`src/rtl/core/hdrp_pkg.sv`:
```
// Shared types and constants for the IP/TCP/UDP header parser.
// No dependencies; imported by every module of the parser.
package hdrp_pkg;

    localparam logic [3:0] LINK_LOOPBACK = 4'd4;
    localparam logic [3:0] LINK_ETHERNET = 4'd14;
    localparam logic [5:0] IPV6_HDR      = 6'd40;
    localparam logic [5:0] IPV4_MIN_READ = 6'd20;
    localparam logic [5:0] UDP_HDR       = 6'd8;
    localparam logic [3:0] IP_VERSION_4  = 4'd4;
    localparam logic [7:0] PROTO_TCP     = 8'd6;
    localparam logic [7:0] PROTO_UDP     = 8'd17;
    localparam logic [7:0] TCP_MIN_READ  = 8'd13;

    localparam logic [15:0] MATCH_PORT_RESET = 16'd1883;

    localparam logic [0:0] REG_LOOPBACK   = 1'd0;
    localparam logic [0:0] REG_MATCH_PORT = 1'd1;

    localparam logic [1:0] ST_MATCH     = 2'd0;
    localparam logic [1:0] ST_OTHER     = 2'd1;
    localparam logic [1:0] ST_UNSUPPORT = 2'd2;
    localparam logic [1:0] ST_TRUNCATED = 2'd3;

    typedef struct packed {
        logic [15:0] frame_len;
        logic [3:0]  link_bytes;
        logic [6:0]  transport_start;
        logic        is_ipv6;
        logic [7:0]  protocol;
        logic [31:0] src_address;
        logic [31:0] dst_address;
        logic [15:0] src_port;
        logic [15:0] dst_port;
        logic [5:0]  transport_hdr_bytes;
    } hdrp_sum_t;

endpackage

```
`src/rtl/core/hdrp_front.sv`:
```
// Front end: follows the header layout byte by byte and builds a frame summary.
// Depends on hdrp_pkg.
module hdrp_front #(
    parameter int MAX_FRAME_BYTES = 16384
) (
    input  logic               clk,
    input  logic               rst_n,
    input  logic               loopback_link,
    input  logic               accept,
    input  logic [7:0]         byte_value,
    input  logic               last_byte,
    output hdrp_pkg::hdrp_sum_t summary
);
    import hdrp_pkg::*;

    localparam logic [15:0] MAX_W = 16'(MAX_FRAME_BYTES);

    logic [15:0] pos_reg, pos_next;
    logic        ipv6_reg, ipv6_next;
    logic [5:0]  ihb_reg, ihb_next;
    logic [7:0]  proto_reg, proto_next;
    logic [31:0] sa_reg, sa_next;
    logic [31:0] da_reg, da_next;
    logic [15:0] sp_reg, sp_next;
    logic [15:0] dp_reg, dp_next;
    logic [5:0]  thb_reg, thb_next;

    logic [3:0]  link;
    logic [15:0] link16;
    logic [6:0]  t_w;
    logic [15:0] t16;
    logic        in_range;
    logic        after_link;

    always_comb
    begin
        link     = loopback_link ? LINK_LOOPBACK : LINK_ETHERNET;
        link16   = {12'd0, link};
        in_range = (pos_reg < MAX_W);

        ipv6_next  = ipv6_reg;
        ihb_next   = ihb_reg;
        proto_next = proto_reg;
        sa_next    = sa_reg;
        da_next    = da_reg;
        sp_next    = sp_reg;
        dp_next    = dp_reg;
        thb_next   = thb_reg;
        pos_next   = pos_reg;

        if (in_range && pos_reg == link16)
        begin
            if (byte_value[7:4] == IP_VERSION_4)
            begin
                ipv6_next = 1'b0;
                ihb_next  = {byte_value[3:0], 2'b00};
            end
            else
            begin
                ipv6_next = 1'b1;
                ihb_next  = IPV6_HDR;
            end
        end

        t_w        = {3'd0, link} + {1'b0, ihb_next};
        t16        = {9'd0, t_w};
        after_link = in_range && (pos_reg >= link16);

        if (after_link)
        begin
            if (ipv6_next)
            begin
                if (pos_reg == link16 + 16'd6)
                    proto_next = byte_value;
            end
            else
            begin
                if (pos_reg == link16 + 16'd9)
                    proto_next = byte_value;
                if (pos_reg >= link16 + 16'd12 && pos_reg < link16 + 16'd16)
                    sa_next = {sa_reg[23:0], byte_value};
                if (pos_reg >= link16 + 16'd16 && pos_reg < link16 + 16'd20)
                    da_next = {da_reg[23:0], byte_value};
            end
            if (pos_reg == t16 || pos_reg == t16 + 16'd1)
                sp_next = {sp_reg[7:0], byte_value};
            if (pos_reg == t16 + 16'd2 || pos_reg == t16 + 16'd3)
                dp_next = {dp_reg[7:0], byte_value};
            if (pos_reg == t16 + 16'd12)
                thb_next = {byte_value[7:4], 2'b00};
        end

        if (in_range)
            pos_next = pos_reg + 16'd1;

        summary.frame_len           = pos_next;
        summary.link_bytes          = link;
        summary.transport_start     = t_w;
        summary.is_ipv6             = ipv6_next;
        summary.protocol            = proto_next;
        summary.src_address         = ipv6_next ? 32'd0 : sa_next;
        summary.dst_address         = ipv6_next ? 32'd0 : da_next;
        summary.src_port            = sp_next;
        summary.dst_port            = dp_next;
        summary.transport_hdr_bytes = thb_next;
    end

    always_ff @(posedge clk or negedge rst_n)
    begin
        if (!rst_n)
        begin
            pos_reg   <= '0;
            ipv6_reg  <= 1'b0;
            ihb_reg   <= '0;
            proto_reg <= '0;
            sa_reg    <= '0;
            da_reg    <= '0;
            sp_reg    <= '0;
            dp_reg    <= '0;
            thb_reg   <= '0;
        end
        else if (accept)
        begin
            if (last_byte)
            begin
                pos_reg   <= '0;
                ipv6_reg  <= 1'b0;
                ihb_reg   <= '0;
                proto_reg <= '0;
                sa_reg    <= '0;
                da_reg    <= '0;
                sp_reg    <= '0;
                dp_reg    <= '0;
                thb_reg   <= '0;
            end
            else
            begin
                pos_reg   <= pos_next;
                ipv6_reg  <= ipv6_next;
                ihb_reg   <= ihb_next;
                proto_reg <= proto_next;
                sa_reg    <= sa_next;
                da_reg    <= da_next;
                sp_reg    <= sp_next;
                dp_reg    <= dp_next;
                thb_reg   <= thb_next;
            end
        end
    end

endmodule

```
`src/rtl/core/hdrp_queue.sv`:
```
// Short queue of frame summaries between front end and back end.
// Depends on hdrp_pkg.
module hdrp_queue #(
    parameter int DEPTH = 4
) (
    input  logic                clk,
    input  logic                rst_n,
    input  logic                wr_en,
    input  hdrp_pkg::hdrp_sum_t wr_data,
    input  logic                rd_en,
    output hdrp_pkg::hdrp_sum_t rd_data,
    output logic                full,
    output logic                empty
);
    import hdrp_pkg::*;

    localparam int PW = (DEPTH > 1) ? $clog2(DEPTH) : 1;
    localparam int CW = $clog2(DEPTH + 1);
    localparam logic [PW-1:0] LAST_IDX = PW'(DEPTH - 1);
    localparam logic [CW-1:0] FULL_CNT = CW'(DEPTH);

    hdrp_sum_t     entry_reg [DEPTH];
    logic [PW-1:0] wr_ptr_reg, wr_ptr_next;
    logic [PW-1:0] rd_ptr_reg, rd_ptr_next;
    logic [CW-1:0] count_reg, count_next;

    assign full    = (count_reg == FULL_CNT);
    assign empty   = (count_reg == '0);
    assign rd_data = entry_reg[rd_ptr_reg];

    always_comb
    begin
        wr_ptr_next = wr_ptr_reg;
        rd_ptr_next = rd_ptr_reg;
        count_next  = count_reg;
        if (wr_en)
            wr_ptr_next = (wr_ptr_reg == LAST_IDX) ? '0 : wr_ptr_reg + 1'b1;
        if (rd_en)
            rd_ptr_next = (rd_ptr_reg == LAST_IDX) ? '0 : rd_ptr_reg + 1'b1;
        if (wr_en && !rd_en)
            count_next = count_reg + 1'b1;
        else if (rd_en && !wr_en)
            count_next = count_reg - 1'b1;
    end

    always_ff @(posedge clk or negedge rst_n)
    begin
        if (!rst_n)
        begin
            wr_ptr_reg <= '0;
            rd_ptr_reg <= '0;
            count_reg  <= '0;
        end
        else
        begin
            wr_ptr_reg <= wr_ptr_next;
            rd_ptr_reg <= rd_ptr_next;
            count_reg  <= count_next;
        end
    end

    always_ff @(posedge clk)
    begin
        if (wr_en)
            entry_reg[wr_ptr_reg] <= wr_data;
    end

endmodule

```
`src/rtl/core/hdrp_back.sv`:
```
// Back end: classifies a frame summary and holds the result request.
// Depends on hdrp_pkg.
module hdrp_back (
    input  logic                clk,
    input  logic                rst_n,
    input  logic [15:0]         match_port,
    input  hdrp_pkg::hdrp_sum_t sum,
    input  logic                sum_valid,
    output logic                sum_take,
    input  logic                pop,
    output logic                empty,
    output logic [1:0]          status,
    output logic                is_ipv6,
    output logic [31:0]         src_address,
    output logic [31:0]         dst_address,
    output logic [7:0]          protocol,
    output logic [15:0]         src_port,
    output logic [15:0]         dst_port,
    output logic [15:0]         payload_offset,
    output logic [15:0]         payload_length
);
    import hdrp_pkg::*;

    logic        valid_reg, valid_next;
    logic [1:0]  status_next;
    logic [15:0] sp_next, dp_next, poff_next, plen_next;
    logic [15:0] need_net;
    logic [5:0]  thl;
    logic [7:0]  t8, pay, need_tr;
    logic        is_tcp, is_udp;

    assign empty    = !valid_reg;
    assign sum_take = sum_valid && (!valid_reg || pop);

    always_comb
    begin
        is_tcp   = (sum.protocol == PROTO_TCP);
        is_udp   = (sum.protocol == PROTO_UDP);
        need_net = {12'd0, sum.link_bytes}
                 + {10'd0, (sum.is_ipv6 ? IPV6_HDR : IPV4_MIN_READ)};
        t8       = {1'b0, sum.transport_start};
        thl      = is_tcp ? sum.transport_hdr_bytes : UDP_HDR;
        pay      = t8 + {2'b00, thl};
        need_tr  = is_tcp ? (t8 + TCP_MIN_READ) : (t8 + {2'b00, UDP_HDR});
        if (pay > need_tr)
            need_tr = pay;

        status_next = ST_TRUNCATED;
        sp_next     = '0;
        dp_next     = '0;
        poff_next   = '0;
        plen_next   = '0;
        if (sum.frame_len < need_net)
            status_next = ST_TRUNCATED;
        else if (!is_tcp && !is_udp)
            status_next = ST_UNSUPPORT;
        else
        begin
            sp_next = sum.src_port;
            dp_next = sum.dst_port;
            if (sum.frame_len < {8'd0, need_tr})
                status_next = ST_TRUNCATED;
            else
            begin
                status_next = (sum.dst_port == match_port) ? ST_MATCH : ST_OTHER;
                poff_next   = {8'd0, pay};
                plen_next   = sum.frame_len - {8'd0, pay};
            end
        end

        valid_next = valid_reg;
        if (sum_take)
            valid_next = 1'b1;
        else if (pop)
            valid_next = 1'b0;
    end

    always_ff @(posedge clk or negedge rst_n)
    begin
        if (!rst_n)
            valid_reg <= 1'b0;
        else
            valid_reg <= valid_next;
    end

    always_ff @(posedge clk)
    begin
        if (sum_take)
        begin
            status         <= status_next;
            is_ipv6        <= sum.is_ipv6;
            src_address    <= sum.src_address;
            dst_address    <= sum.dst_address;
            protocol       <= sum.protocol;
            src_port       <= sp_next;
            dst_port       <= dp_next;
            payload_offset <= poff_next;
            payload_length <= plen_next;
        end
    end

endmodule

```
`src/rtl/core/ip_tcp_udp_header_parser_top.sv`:
```
// IP/TCP/UDP header parser: one frame byte per cycle while full is low,
// one result per frame, registered in the queue and then in the back end
// after the last byte is accepted. full rises only when the summary queue
// holds QUEUE_DEPTH frames that the result side has not taken. Reset:
// asynchronous, clears frame state, queue and pending result; loopback_link
// to 0, match_port to 1883. Depends on hdrp_pkg, hdrp_front/queue/back.
module ip_tcp_udp_header_parser_top #(
    parameter int MAX_FRAME_BYTES = 16384,
    parameter int QUEUE_DEPTH     = 4
) (
    input  logic        clk,
    input  logic        rst_n,
    input  logic        cfg_write,
    input  logic [0:0]  cfg_index,
    input  logic [15:0] cfg_data,
    input  logic        push,
    output logic        full,
    input  logic [7:0]  byte_value,
    input  logic        last_byte,
    output logic        empty,
    input  logic        pop,
    output logic [1:0]  status,
    output logic        is_ipv6,
    output logic [31:0] src_address,
    output logic [31:0] dst_address,
    output logic [7:0]  protocol,
    output logic [15:0] src_port,
    output logic [15:0] dst_port,
    output logic [15:0] payload_offset,
    output logic [15:0] payload_length
);
    import hdrp_pkg::*;

    logic        loopback_reg;
    logic [15:0] match_port_reg;
    logic        accept;
    logic        q_empty;
    logic        q_take;
    hdrp_sum_t   front_sum;
    hdrp_sum_t   q_sum;

    assign accept = push && !full;

    always_ff @(posedge clk or negedge rst_n)
    begin
        if (!rst_n)
        begin
            loopback_reg   <= 1'b0;
            match_port_reg <= MATCH_PORT_RESET;
        end
        else if (cfg_write)
        begin
            case (cfg_index)
                REG_LOOPBACK:   loopback_reg   <= cfg_data[0];
                REG_MATCH_PORT: match_port_reg <= cfg_data;
                default:        ;
            endcase
        end
    end

    hdrp_front #(
        .MAX_FRAME_BYTES(MAX_FRAME_BYTES)
    ) u_front (
        .clk          (clk),
        .rst_n        (rst_n),
        .loopback_link(loopback_reg),
        .accept       (accept),
        .byte_value   (byte_value),
        .last_byte    (last_byte),
        .summary      (front_sum)
    );

    hdrp_queue #(
        .DEPTH(QUEUE_DEPTH)
    ) u_queue (
        .clk    (clk),
        .rst_n  (rst_n),
        .wr_en  (accept && last_byte),
        .wr_data(front_sum),
        .rd_en  (q_take),
        .rd_data(q_sum),
        .full   (full),
        .empty  (q_empty)
    );

    hdrp_back u_back (
        .clk           (clk),
        .rst_n         (rst_n),
        .match_port    (match_port_reg),
        .sum           (q_sum),
        .sum_valid     (!q_empty),
        .sum_take      (q_take),
        .pop           (pop),
        .empty         (empty),
        .status        (status),
        .is_ipv6       (is_ipv6),
        .src_address   (src_address),
        .dst_address   (dst_address),
        .protocol      (protocol),
        .src_port      (src_port),
        .dst_port      (dst_port),
        .payload_offset(payload_offset),
        .payload_length(payload_length)
    );

endmodule

```
`config.mk`:
```
export PLATFORM = sky130hd
export DESIGN_NAME = ip_tcp_udp_header_parser_top
export DESIGN_NICKNAME = d
export VERILOG_FILES = /design/src/rtl/core/hdrp_pkg.sv /design/src/rtl/core/hdrp_front.sv /design/src/rtl/core/hdrp_queue.sv /design/src/rtl/core/hdrp_back.sv /design/src/rtl/core/ip_tcp_udp_header_parser_top.sv
export SDC_FILE = /design/constraint.sdc
export NUM_CORES = 1
export LEC_CHECK = 0
export ABC_CLOCK_PERIOD_IN_PS = 12000
export BUFFER_PORTS_ARGS = -buffer_cell sky130_fd_sc_hd__buf_2
export CAP_MARGIN = 20
export CORE_UTILIZATION = 35
export CTS_BUF_LIST = sky130_fd_sc_hd__clkbuf_8
export DETAILED_ROUTE_END_ITERATION = 12
export PLACE_DENSITY = 0.46
export SYNTH_ARGS = -nofsm -noshare
export SYNTH_HDL_FRONTEND = slang
export SYNTH_SLANG_ARGS = --single-unit
```
`constraint.sdc`:
```
create_clock -name clk -period 12 [get_ports clk]
set_input_delay 1.8 -clock clk [delete_from_list [all_inputs] [get_ports clk]]
set_output_delay 1.8 -clock clk [all_outputs]
set_load 0.01 [all_outputs]
```
==> results.yml, run 1 <==
status:
  outcome: "complete, no violations"
finish:
  layout_commonest_cell: "edfxtp_1"
  fillers: 9335
  final_area_um2: 40600
  final_layout_size_suffix_gt1_share_pct: 23.9
  layout.nets: 2613
  postLayoutCoreUtil_pct: 40.4
  syn_to_final_growth_pct: 14.0
  final_cells: 3996
  largest_reg_flops: 540
  final_cell_mix: "edfxtp_1 (671), nand2_1 (250), buf_2 (161)"
critical_path:
  critPathMaxStageDelay_ps: 890
  cp_num_buf_inv: 2
  cp-start-kind: "flop"
  required_ps: 12490
  path_max_fanout: 32
  end_kind: "flop"
  crit_top_cell: "ha_1"
  cp_cell_sequence: "mux4_2, nor3_1, nand2_1, or2_2, ha_1, inv_1, o21bai_1, a21oi_1, nor2b_1, o21ai_0, inv_1, ha_1, a2111oi_0, o21ai_0, nand2_1, mux2_2, ha_1, a21o_1, a21o_1, a211o_1, o21ai_2, nor3_1"
  cp_top_family: "compound AO/OA/AOI/OAI gates"
  cp.arrival_ps: 8950
  path_class: "reg -> reg"
  slowest_stage: "dfrtp_4"
global_routing:
  grt_overflow: 0
  grt_pass1_wl_um: 134000
  antenna_found_initial: 5
  grt_max_degree: 97
  grt_pass1_vias: 21200
  grt_usage_pct: 17.3
power_and_ir_drop:
  pwr-share-clk_pct: 27.0
  seq_power_share_pct: 43.9
  combinationalPowerShare_pct: 29.1
  switching_share_pct: 32.9
  switchingPower_mw: 2.91
  p_leak_nw: 14.7
  internal-power_mw: 5.95
  peakVddDrop_uv: 105
  powerDensity_nw_per_um2: 218
drt:
  drc: 0
  vias: 20600
  drtAntennaViolNets: 0
  routed_via_density: 5.16
  initialDrtViolationCount: 1368
  wl_per_cell_um: 22.2
  routed_wl_um: 88700
  firstDrtPassIters: 5
min_path:
  hold_class: "reg -> reg"
sta:
  slew_headroom_pct: 26.1
  fin_crit_ps: 8460
  hold_viol: 0
  tightestPinTransition_ps: 1110
  setup_viol_count_final: 0
  drv_slew: 0
  rsz0062_at_grt: "false"
  tns_ps: 0
  max_freq_mhz: 118
  fin_crit_sh_pct: 70.5
  fin_worst_skew_ps: 47.8
  holdWs_ps: 478
floorplan:
  fp-row-count: 116
  dieArea_um2: 103000
  coreArea_um2: 100000
  start_util_pct: 35.4
  top_level_ports: 172
  fp.dieH_um: 321
  die_x_um: 321
clock_network:
  clockBufferDepth: 3
  ctsHoldBuffers: 0
  root_buffer: "clkbuf_8"
  post-cts-setup-buffer-count: 0
  clock_latency_ps: 810
  cts_tree: "done"
  numCtsBuffers: 148
  path_clk_slew_ps: 50
  h-tree-depth: 4
  cts_resized: 0
  numClockSinks: 829
place:
  post-place-cells: 3728
  portBuffers: 163
  place_area_um2: 37900
  hpwl_um: 53000
  place.gp.congestion: 0.836
logic_synthesis:
  syn_avg_cell_area_um2: 15.4
  synth_area_um2: 35600
  synth_edf_count: 671
  ys_seq_area_share_pct: 67.7
  syn-instance-count: 2310
  synth_flop_cell: "edfxtp_1"
  yosys.cell_types.count: 83
  async_reset_ff_share_pct: 19.1
  ys_seq_elements: 829
  synth_warnings: 0
job:
  max_cap_violations: 0
==> worst reg2reg max path: cells and delay by family, from the launching register on <==
kind	cells	cell delay, ps
AOI/OAI and AO/OA	9	2970
and+or+nand+nor	6	2220
DFF	1	890
muxes	2	1010
adders and majority gates	3	900
buffers and inverters	2	190
==> routing by layer <==
metal	part of all wire, %	track usage (%)
met1	47	24.3
met2	46	26.8
met3	4.3	3.21
met4	2.4	6.25
met5	0.015	0
==> synthesized netlist by cell type (all sizes together), types with 3 or more instances <==
cell | instances | area [um2]
edfxtp | 671 | 20100
nand2 | 252 | 946
dfrtp | 150 | 3750
mux4 | 135 | 3040
o21ai | 117 | 586
clkbuf | 106 | 398
a21oi | 93 | 465
mux2 | 70 | 845
a22oi | 66 | 495
nor2 | 66 | 248
ha | 57 | 713
and2 | 56 | 350
inv | 49 | 184
xnor2 | 46 | 410
buf | 41 | 245
nor3 | 33 | 165
a221o | 24 | 240
nand2b | 21 | 131
xor2 | 21 | 184
mux2i | 20 | 204
nor4 | 20 | 146
nor3b | 18 | 140
a22o | 16 | 140
nand3 | 16 | 80.1
and3 | 15 | 93.8
nand4 | 15 | 100
nor2b | 14 | 90.1
a21o | 10 | 75.1
dfstp | 8 | 210
o2111ai | 6 | 58.8
o211ai | 6 | 55.1
a211o | 5 | 43.8
a211oi | 4 | 35.0
and4 | 4 | 35.0
o21a | 4 | 30.0
o22ai | 4 | 25.0
or3 | 4 | 25.0
a21boi | 3 | 22.5
a31oi | 3 | 18.8
fa | 3 | 60.1
nor4b | 3 | 32.5
or2 | 3 | 18.8
or4 | 3 | 30.0
==> path summary, 6_finish.rpt <==
kind	end	cells after the start	slack, ps	startpoint
max in group asynchronous	u_front.da_reg[26]	2	9670	rst_n
setup / recovery	u_back.payload_length[4]	22	3540	u_queue.rd_ptr_reg[0]
hold / removal	u_front.thb_reg[1]	1	480	u_front.thb_reg[1]
min in group asynchronous	u_front.thb_reg[1]	1	1010	rst_n
setup reg to reg	u_back.payload_length[4]	22	3540	u_queue.rd_ptr_reg[0]
hold reg to reg	u_front.thb_reg[1]	1	480	u_front.thb_reg[1]
==> cell families (layout without fill, tap and decap cells) <==
family	after synthesis	count (layout)	synth area share, %
simple gates	550	550	7.57
compound gates	380	380	6.90
buf+inv	196	517	2.32
xor+xnor	69	69	1.80
flops	829	829	67.7
mux	225	225	11.5
other cells	1	9	0.0105
fa+ha+maj	60	60	2.17
==> per-stage QoR <==
stage | setup WS, ps | total power [mW]
3_3_place_gp | 3710 | 6.56
3_5_place_dp | 3570 | 6.57
6_report | 3540 | 8.86
2_1_floorplan | 2150 | 5.72
4_1_cts | 3540 | 9.03
5_1_grt | 2890 | 9.37
==> cell type report <==
class                   instances  area, um2  area share, %
inverters                      49        184          0.453
clock buffers                 153       2110           5.19
flip-flops and latches        829      24100           59.4
clock inverters               113        562           1.38
diodes                          1       2.50        0.00617
well taps                    1357       1700           4.18
multi-input cells            1292      10800           26.6
repair buffers                202       1120           2.77
==> power by group through the flow <==
stage	Clock (mW)	Sequential (mW)	Combinational [mW]
final	2.39	3.89	2.58
after global routing	2.61	3.94	2.83
after CTS	2.49	3.90	2.64
after detailed placement	0	3.95	2.62
after global placement	0	3.94	2.62
after floorplan	0	3.96	1.76
Power figures use the tool's default switching activity.
==> inputs of run 2 (changes only) <==
- ABC_AREA: unset -> 1
- ABC_CLOCK_PERIOD_IN_PS: 12000 -> 6830
- PLACE_DENSITY: 0.46 -> 0.48
- clock period: 12 -> 6.83 ns (I/O delays scaled with it)
==> run 2 against run 1 <==
Compared with the run above:
- sequential share of layout area down 0.38 points
- cell count up 21%
- non-clock buffer count up 5
- via count up 13%
- fmax up 36%
- largest power group unchanged
==> results.yml, run 2 <==
status:
  outcome: "complete, no violations"
drt:
  firstDrtPassIters: 6
  vias: 23300
  drc: 0
  wl_per_cell_um: 18.7
  routed_via_density: 4.82
  routed_wl_um: 90400
  drtAntennaViolNets: 0
  initialDrtViolationCount: 1682
place:
  hpwl_um: 53200
  place.gp.congestion: 0.861
  place_area_um2: 38100
  portBuffers: 163
  pre_cts_ws_ps: 361
  post-place-cells: 4560
power_and_ir_drop:
  peakVddDrop_uv: 355
  p_leak_nw: 16.6
  powerDensity_nw_per_um2: 403
  total_power_mw: 16.5
logic_synthesis:
  synth_warnings: 0
  synth_top_area_share_pct: 56.3
  async_reset_ff_share_pct: 19.1
  synth_area_leader_cell: "edfxtp_1"
  syn-instance-count: 3155
  synth_edf_count: 671
  synthTopCellsByArea: "edfxtp_1 (56%), dfrtp_1 (10%), nand2_1 (5.6%), o21ai_0 (3.8%), inv_1 (3.1%)"
  yosysMostFrequentCell: "edfxtp_1"
  ys_seq_area_share_pct: 67.3
  synth_area_um2: 35800
  ys_seq_elements: 829
  synthTopCellsByCount: "edfxtp_1 (671), nand2_1 (539), inv_1 (295), nor2_1 (278), o21ai_0 (274)"
  syn_avg_cell_area_um2: 11.4
  synth_flop_cell: "edfxtp_1"
  yosys.cell_types.count: 59
finish:
  final_layout_size_suffix_gt1_share_pct: 14.2
  postLayoutCoreUtil_pct: 40.5
  final_cells: 4837
  largest_reg_flops: 540
  layout_commonest_cell: "edfxtp_1"
  final_cell_mix: "edfxtp_1 (671), nand2_1 (539), inv_1 (348)"
  layout.nets: 3447
  fillers: 9825
  syn_to_final_growth_pct: 14.0
  final_area_um2: 40800
floorplan:
  die_x_um: 322
  fp.dieH_um: 322
  fp-row-count: 116
  coreArea_um2: 101000
  dieArea_um2: 104000
  start_util_pct: 35.6
  top_level_ports: 172
global_routing:
  met3_usage_pct: 3.45
  grt_busiest_layer: "met2"
  grt_overflow: 0
  grt_usage_pct: 17.5
  use_met1_pct: 23.3
  grt_pass1_wl_um: 138000
  antenna_found_initial: 8
  grt_max_degree: 136
  grt_pass1_vias: 23200
  grtUsageMet2_pct: 28.5
sta:
  setup_viol_count_final: 0
  tns_ps: 0
  drv_slew: 0
  hold_viol: 0
  holdWs_ps: 433
  tightestPinTransition_ps: 1050
  fin_worst_skew_ps: 33.3
  max_freq_mhz: 161
  fin_crit_sh_pct: 90.9
  slew_headroom_pct: 29.7
  layout_setup_ws_ps: 619
  fin_crit_ps: 6210
critical_path:
  cp.arrival_ps: 6760
  end_kind: "flop"
  path_max_fanout: 60
  reg2reg_slack_ps: 620
  r2r_end: "u_back.payload_length[14]"
  timing.rr.start: "u_queue.rd_ptr_reg[0]"
  cp-start-kind: "flop"
  reg2reg_depth: 31
  crit_top_cell: "nand2_1"
  required_ps: 7380
  path_class: "reg -> reg"
  slowest_stage: "dfrtp_4"
  critPathMaxStageDelay_ps: 600
min_path:
  min-delay-start: "cfg_write"
  hold_class: "in -> reg"
  hold_path_depth: 2
  whs_endpoint: "loopback_reg"
clock_network:
  clockBufferDepth: 3
  root_buffer: "clkbuf_8"
  numClockSinks: 829
  numCtsBuffers: 149
  h-tree-depth: 4
  cts_tree: "done"
  clock_latency_ps: 820
  path_clk_slew_ps: 60
job:
  max_cap_violations: 0
## run 2: changes by cell type after synthesis, sizes merged, moves of 63 or more
cell   before  now
a22oi      66    1
inv        49  303
mux2       70    7
mux4      135    0
nand2     252  571
nand3      16  132
nor2       66  286
o21ai     117  279
o22ai       4  128
or2         3   68
## run 2: worst max-delay path by stage
stage                                     start                         to  slack (ps)  depth (start not counted)
final                     u_queue.rd_ptr_reg[0]  u_back.payload_length[14]         620                         31
after global routing      u_queue.rd_ptr_reg[0]   u_back.payload_offset[4]         -40                         33
after CTS                 u_queue.rd_ptr_reg[0]  u_back.payload_length[14]         310                         31
after detailed placement  u_queue.rd_ptr_reg[0]   u_back.payload_length[8]         360                         31
after global placement    u_queue.rd_ptr_reg[0]  u_back.payload_length[14]         490                         30
after floorplan                            push    u_queue.entry_reg[0][0]       -1120                          6
## run 2: cell families (layout without fill, tap and decap cells)
family	count (synthesis)	in the layout	synth area share, %
AND/OR/NAND/NOR	1144	1144	14.2
XOR/XNOR	66	66	1.61
adder cells (fa/ha/maj)	60	60	2.16
multiplexers	7	7	0.220
AO/OA/AOI/OAI	577	577	9.21
other	1	10	0.0105
buffers and inverters	471	787	5.27
flip-flops	829	829	67.3
## run 2: critical path: cells and delay by family, from the launching register on
family,cells,cell delay (ps)
AOI/OAI and AO/OA,6,950
xor gates and xnor gates,1,180
adders and majority gates,4,1240
buffers and inverters,4,800
DFF,1,600
and+or+nand+nor,16,2130
## run 2: final cells by class
type,instances,area [um2],area share (%)
sequential,829,24100,59.1
multi-input combinational,1862,9900,24.2
clock buffer,158,2170,5.33
tap,1357,1700,4.16
timing repair buffer,207,1220,3.00
inverter,307,1170,2.86
clock inverter,115,549,1.35
antenna,2,5.00,0.0123
## run 2: report_power, final
group / internal, mW / total, mW / switching, mW
clock network: 2.16 / 4.25 / 2.10
registers: 6.41 / 6.64 / 0.230
logic: 1.73 / 5.57 / 3.84
total: 10.3 / 16.5 / 6.17
## run 2: routing by layer
layer  wire length [um]  vias up
li1                   -    11300
met1              41000    11400
met2              43200      452
met3               4080      146
met4               2160        2
met5                 10        -
## run 2: repair_timing
action	in CTS	in global routing
buffers inserted	0	1
hold buffers	1	0
endpoints found under the setup margin	0	25
endpoints found under the hold margin	4	0
resized for setup	0	2
==> inputs of run 3 (changes only) <==
- ABC_CLOCK_PERIOD_IN_PS: 6830 -> unset
- clock period: 6.83 -> 5.5 ns (I/O delays scaled with it)
==> run 3 against run 2 <==
Compared with the run above:
- clock power increased by 28%
- die area unchanged
- critical path type unchanged
- combinational power increased by 44%
- largest cell class unchanged
- global-route usage about the same
- utilization increased by 1.0 points
- fmax increased by 16%
- final area increased by 2.5%
- setup slack got worse by 480 ps
- clock skew increased by 8.7 ps
- sequential power increased by 24%
- first-iteration DRC count decreased by 17%
- total power increased by 32%
==> results.yml, run 3 (synthesis gave the netlist of run 2 again) <==
drt:
  wl_per_cell_um: 18.5
  firstDrtPassIters: 5
  drtAntennaViolNets: 0
  routed_via_density: 4.80
  vias: 23500
  initialDrtViolationCount: 1394
  drc: 0
  routed_wl_um: 90900
critical_path:
  required_ps: 6080
  critPathMaxStageDelay_ps: 520
  reg2reg_depth: 35
  slowest_stage: "dfrtp_4"
  cp.arrival_ps: 5940
  crit_top_cell: "nand2_2"
  path_class: "reg -> reg"
  cp-start-kind: "flop"
  end_kind: "flop"
  r2r_end: "u_back.payload_length[3]"
  reg2reg_slack_ps: 140
  timing.rr.start: "u_queue.rd_ptr_reg[0]"
  path_max_fanout: 6
finish:
  fillers: 9746
  final_layout_size_suffix_gt1_share_pct: 17.5
  largest_reg_flops: 540
  layout.nets: 3513
  syn_to_final_growth_pct: 16.9
  layout_commonest_cell: "edfxtp_1"
  final_cell_mix: "edfxtp_1 (671), nand2_1 (524), inv_1 (350)"
  final_cells: 4903
min_path:
  whs_endpoint: "match_port_reg[2]"
  hold_class: "in -> reg"
  min-delay-start: "cfg_data[2]"
  hold_path_depth: 2
status:
  outcome: "complete, no violations"
clock_network:
  root_buffer: "clkbuf_8"
  numCtsBuffers: 149
  h-tree-depth: 4
  path_clk_slew_ps: 60
  clockBufferDepth: 3
  numClockSinks: 829
  cts_tree: "done"
  clock_latency_ps: 840
global_routing:
  grt_overflow: 0
  grt_pass1_wl_um: 138000
  grt_pass1_vias: 23300
  grt_max_degree: 148
  antenna_found_initial: 8
  grt_usage_pct: 17.5
sta:
  fin_worst_skew_ps: 42.0
  setup_viol_count_final: 0
  tightestPinTransition_ps: 1140
  drv_slew: 0
  rsz0062_at_grt: "true"
  slew_headroom_pct: 23.9
  hold_viol: 0
  tns_ps: 0
  holdWs_ps: 225
  fin_crit_sh_pct: 97.5
  fin_crit_ps: 5360
  max_freq_mhz: 187
power_and_ir_drop:
  p_leak_nw: 17.1
  total_power_mw: 21.7
  peakVddDrop_uv: 405
  powerDensity_nw_per_um2: 517
place:
  hpwl_um: 54000
  place.gp.congestion: 0.849
  portBuffers: 163
  post-place-cells: 4603
job:
  max_cap_violations: 0
floorplan:
  fp.dieH_um: 322
  top_level_ports: 172
  start_util_pct: 35.6
  coreArea_um2: 101000
  die_x_um: 322
  fp-row-count: 116
  dieArea_um2: 104000
-- run 3: changes by cell type in the layout (fill, tap and decap cells not counted), sizes merged --
cell	previous run	this run
diode	2	1
bufinv	0	3
clkinv	52	47
buf	206	268
clkinvlp	4	1
inv	366	376
-- run 3: worst max-delay path by stage --
stage	start	endpoint	slack (ps)	cells past startpoint
after CTS	u_queue.rd_ptr_reg[0]	u_back.payload_length[15]	7	35
after global placement	u_queue.rd_ptr_reg[0]	u_back.payload_length[7]	70	35
after global routing	u_queue.rd_ptr_reg[0]	u_back.payload_length[0]	-140	35
final	u_queue.rd_ptr_reg[0]	u_back.payload_length[3]	140	35
after detailed placement	u_queue.rd_ptr_reg[0]	u_back.payload_length[12]	-80	30
after floorplan	push	u_queue.entry_reg[0][0]	-2250	6
-- run 3: report_power, final --
group / switching [mW] / internal (mW)
sequential: 0.254 / 7.96
combinational: 5.21 / 2.82
clock: 2.62 / 2.79
total: 8.08 / 13.6
-- run 3: metrics by stage --
stage               util (%)  instance area, um2  setup WS [ps]
floorplan                  -               35900          -2250
global placement        38.2               38500           73.9
detailed placement      38.2               38500          -79.1
CTS                     41.0               41300           7.23
global route            41.6               41900           -141
finish                  41.6               41900            140
-- run 3: critical path, delay by kind of cell, from the launching register on --
kind / cells / cell delay, ps
AO/OA/AOI/OAI: 6 / 900
AND/OR/NAND/NOR: 18 / 1770
flip-flops: 1 / 520
XOR/XNOR: 1 / 210
adder cells (fa/ha/maj): 3 / 810
buffers and inverters: 7 / 880
-- run 3: timing repair --
action	CTS	global route
gates cloned	0	4
resized for setup	2	94
buffers inserted	3	18
endpoints found under the setup margin	24	26
endpoints found under the hold margin	39	0
pin swaps	0	35
hold buffers	1	0
-- run 3: routing by layer --
| metal | wire (um) | vias up | track usage [%] |
|---|---|---|---|
| met3 | 3690 | 150 | 3.71 |
| met4 | 2080 | 2 | 5.90 |
| met5 | 9 | - | 0 |
| met1 | 42200 | 11500 | 23.4 |
| li1 | - | 11500 | - |
| met2 | 43000 | 402 | 28.3 |
-- run 3: final cells by class --
| cell class | instances | area (um2) | area share, % |
|---|---|---|---|
| timing repair buffer | 272 | 1870 | 4.46 |
| timing repair inverter | 1 | 8.76 | 0.0209 |
| clock buffer | 155 | 2130 | 5.09 |
| clock inverter | 119 | 671 | 1.60 |
| multi-input combinational | 1862 | 10200 | 24.3 |
| tap | 1357 | 1700 | 4.05 |
| sequential | 829 | 24100 | 57.6 |
| inverter | 307 | 1180 | 2.82 |
| antenna | 1 | 2.50 | 0.00598 |
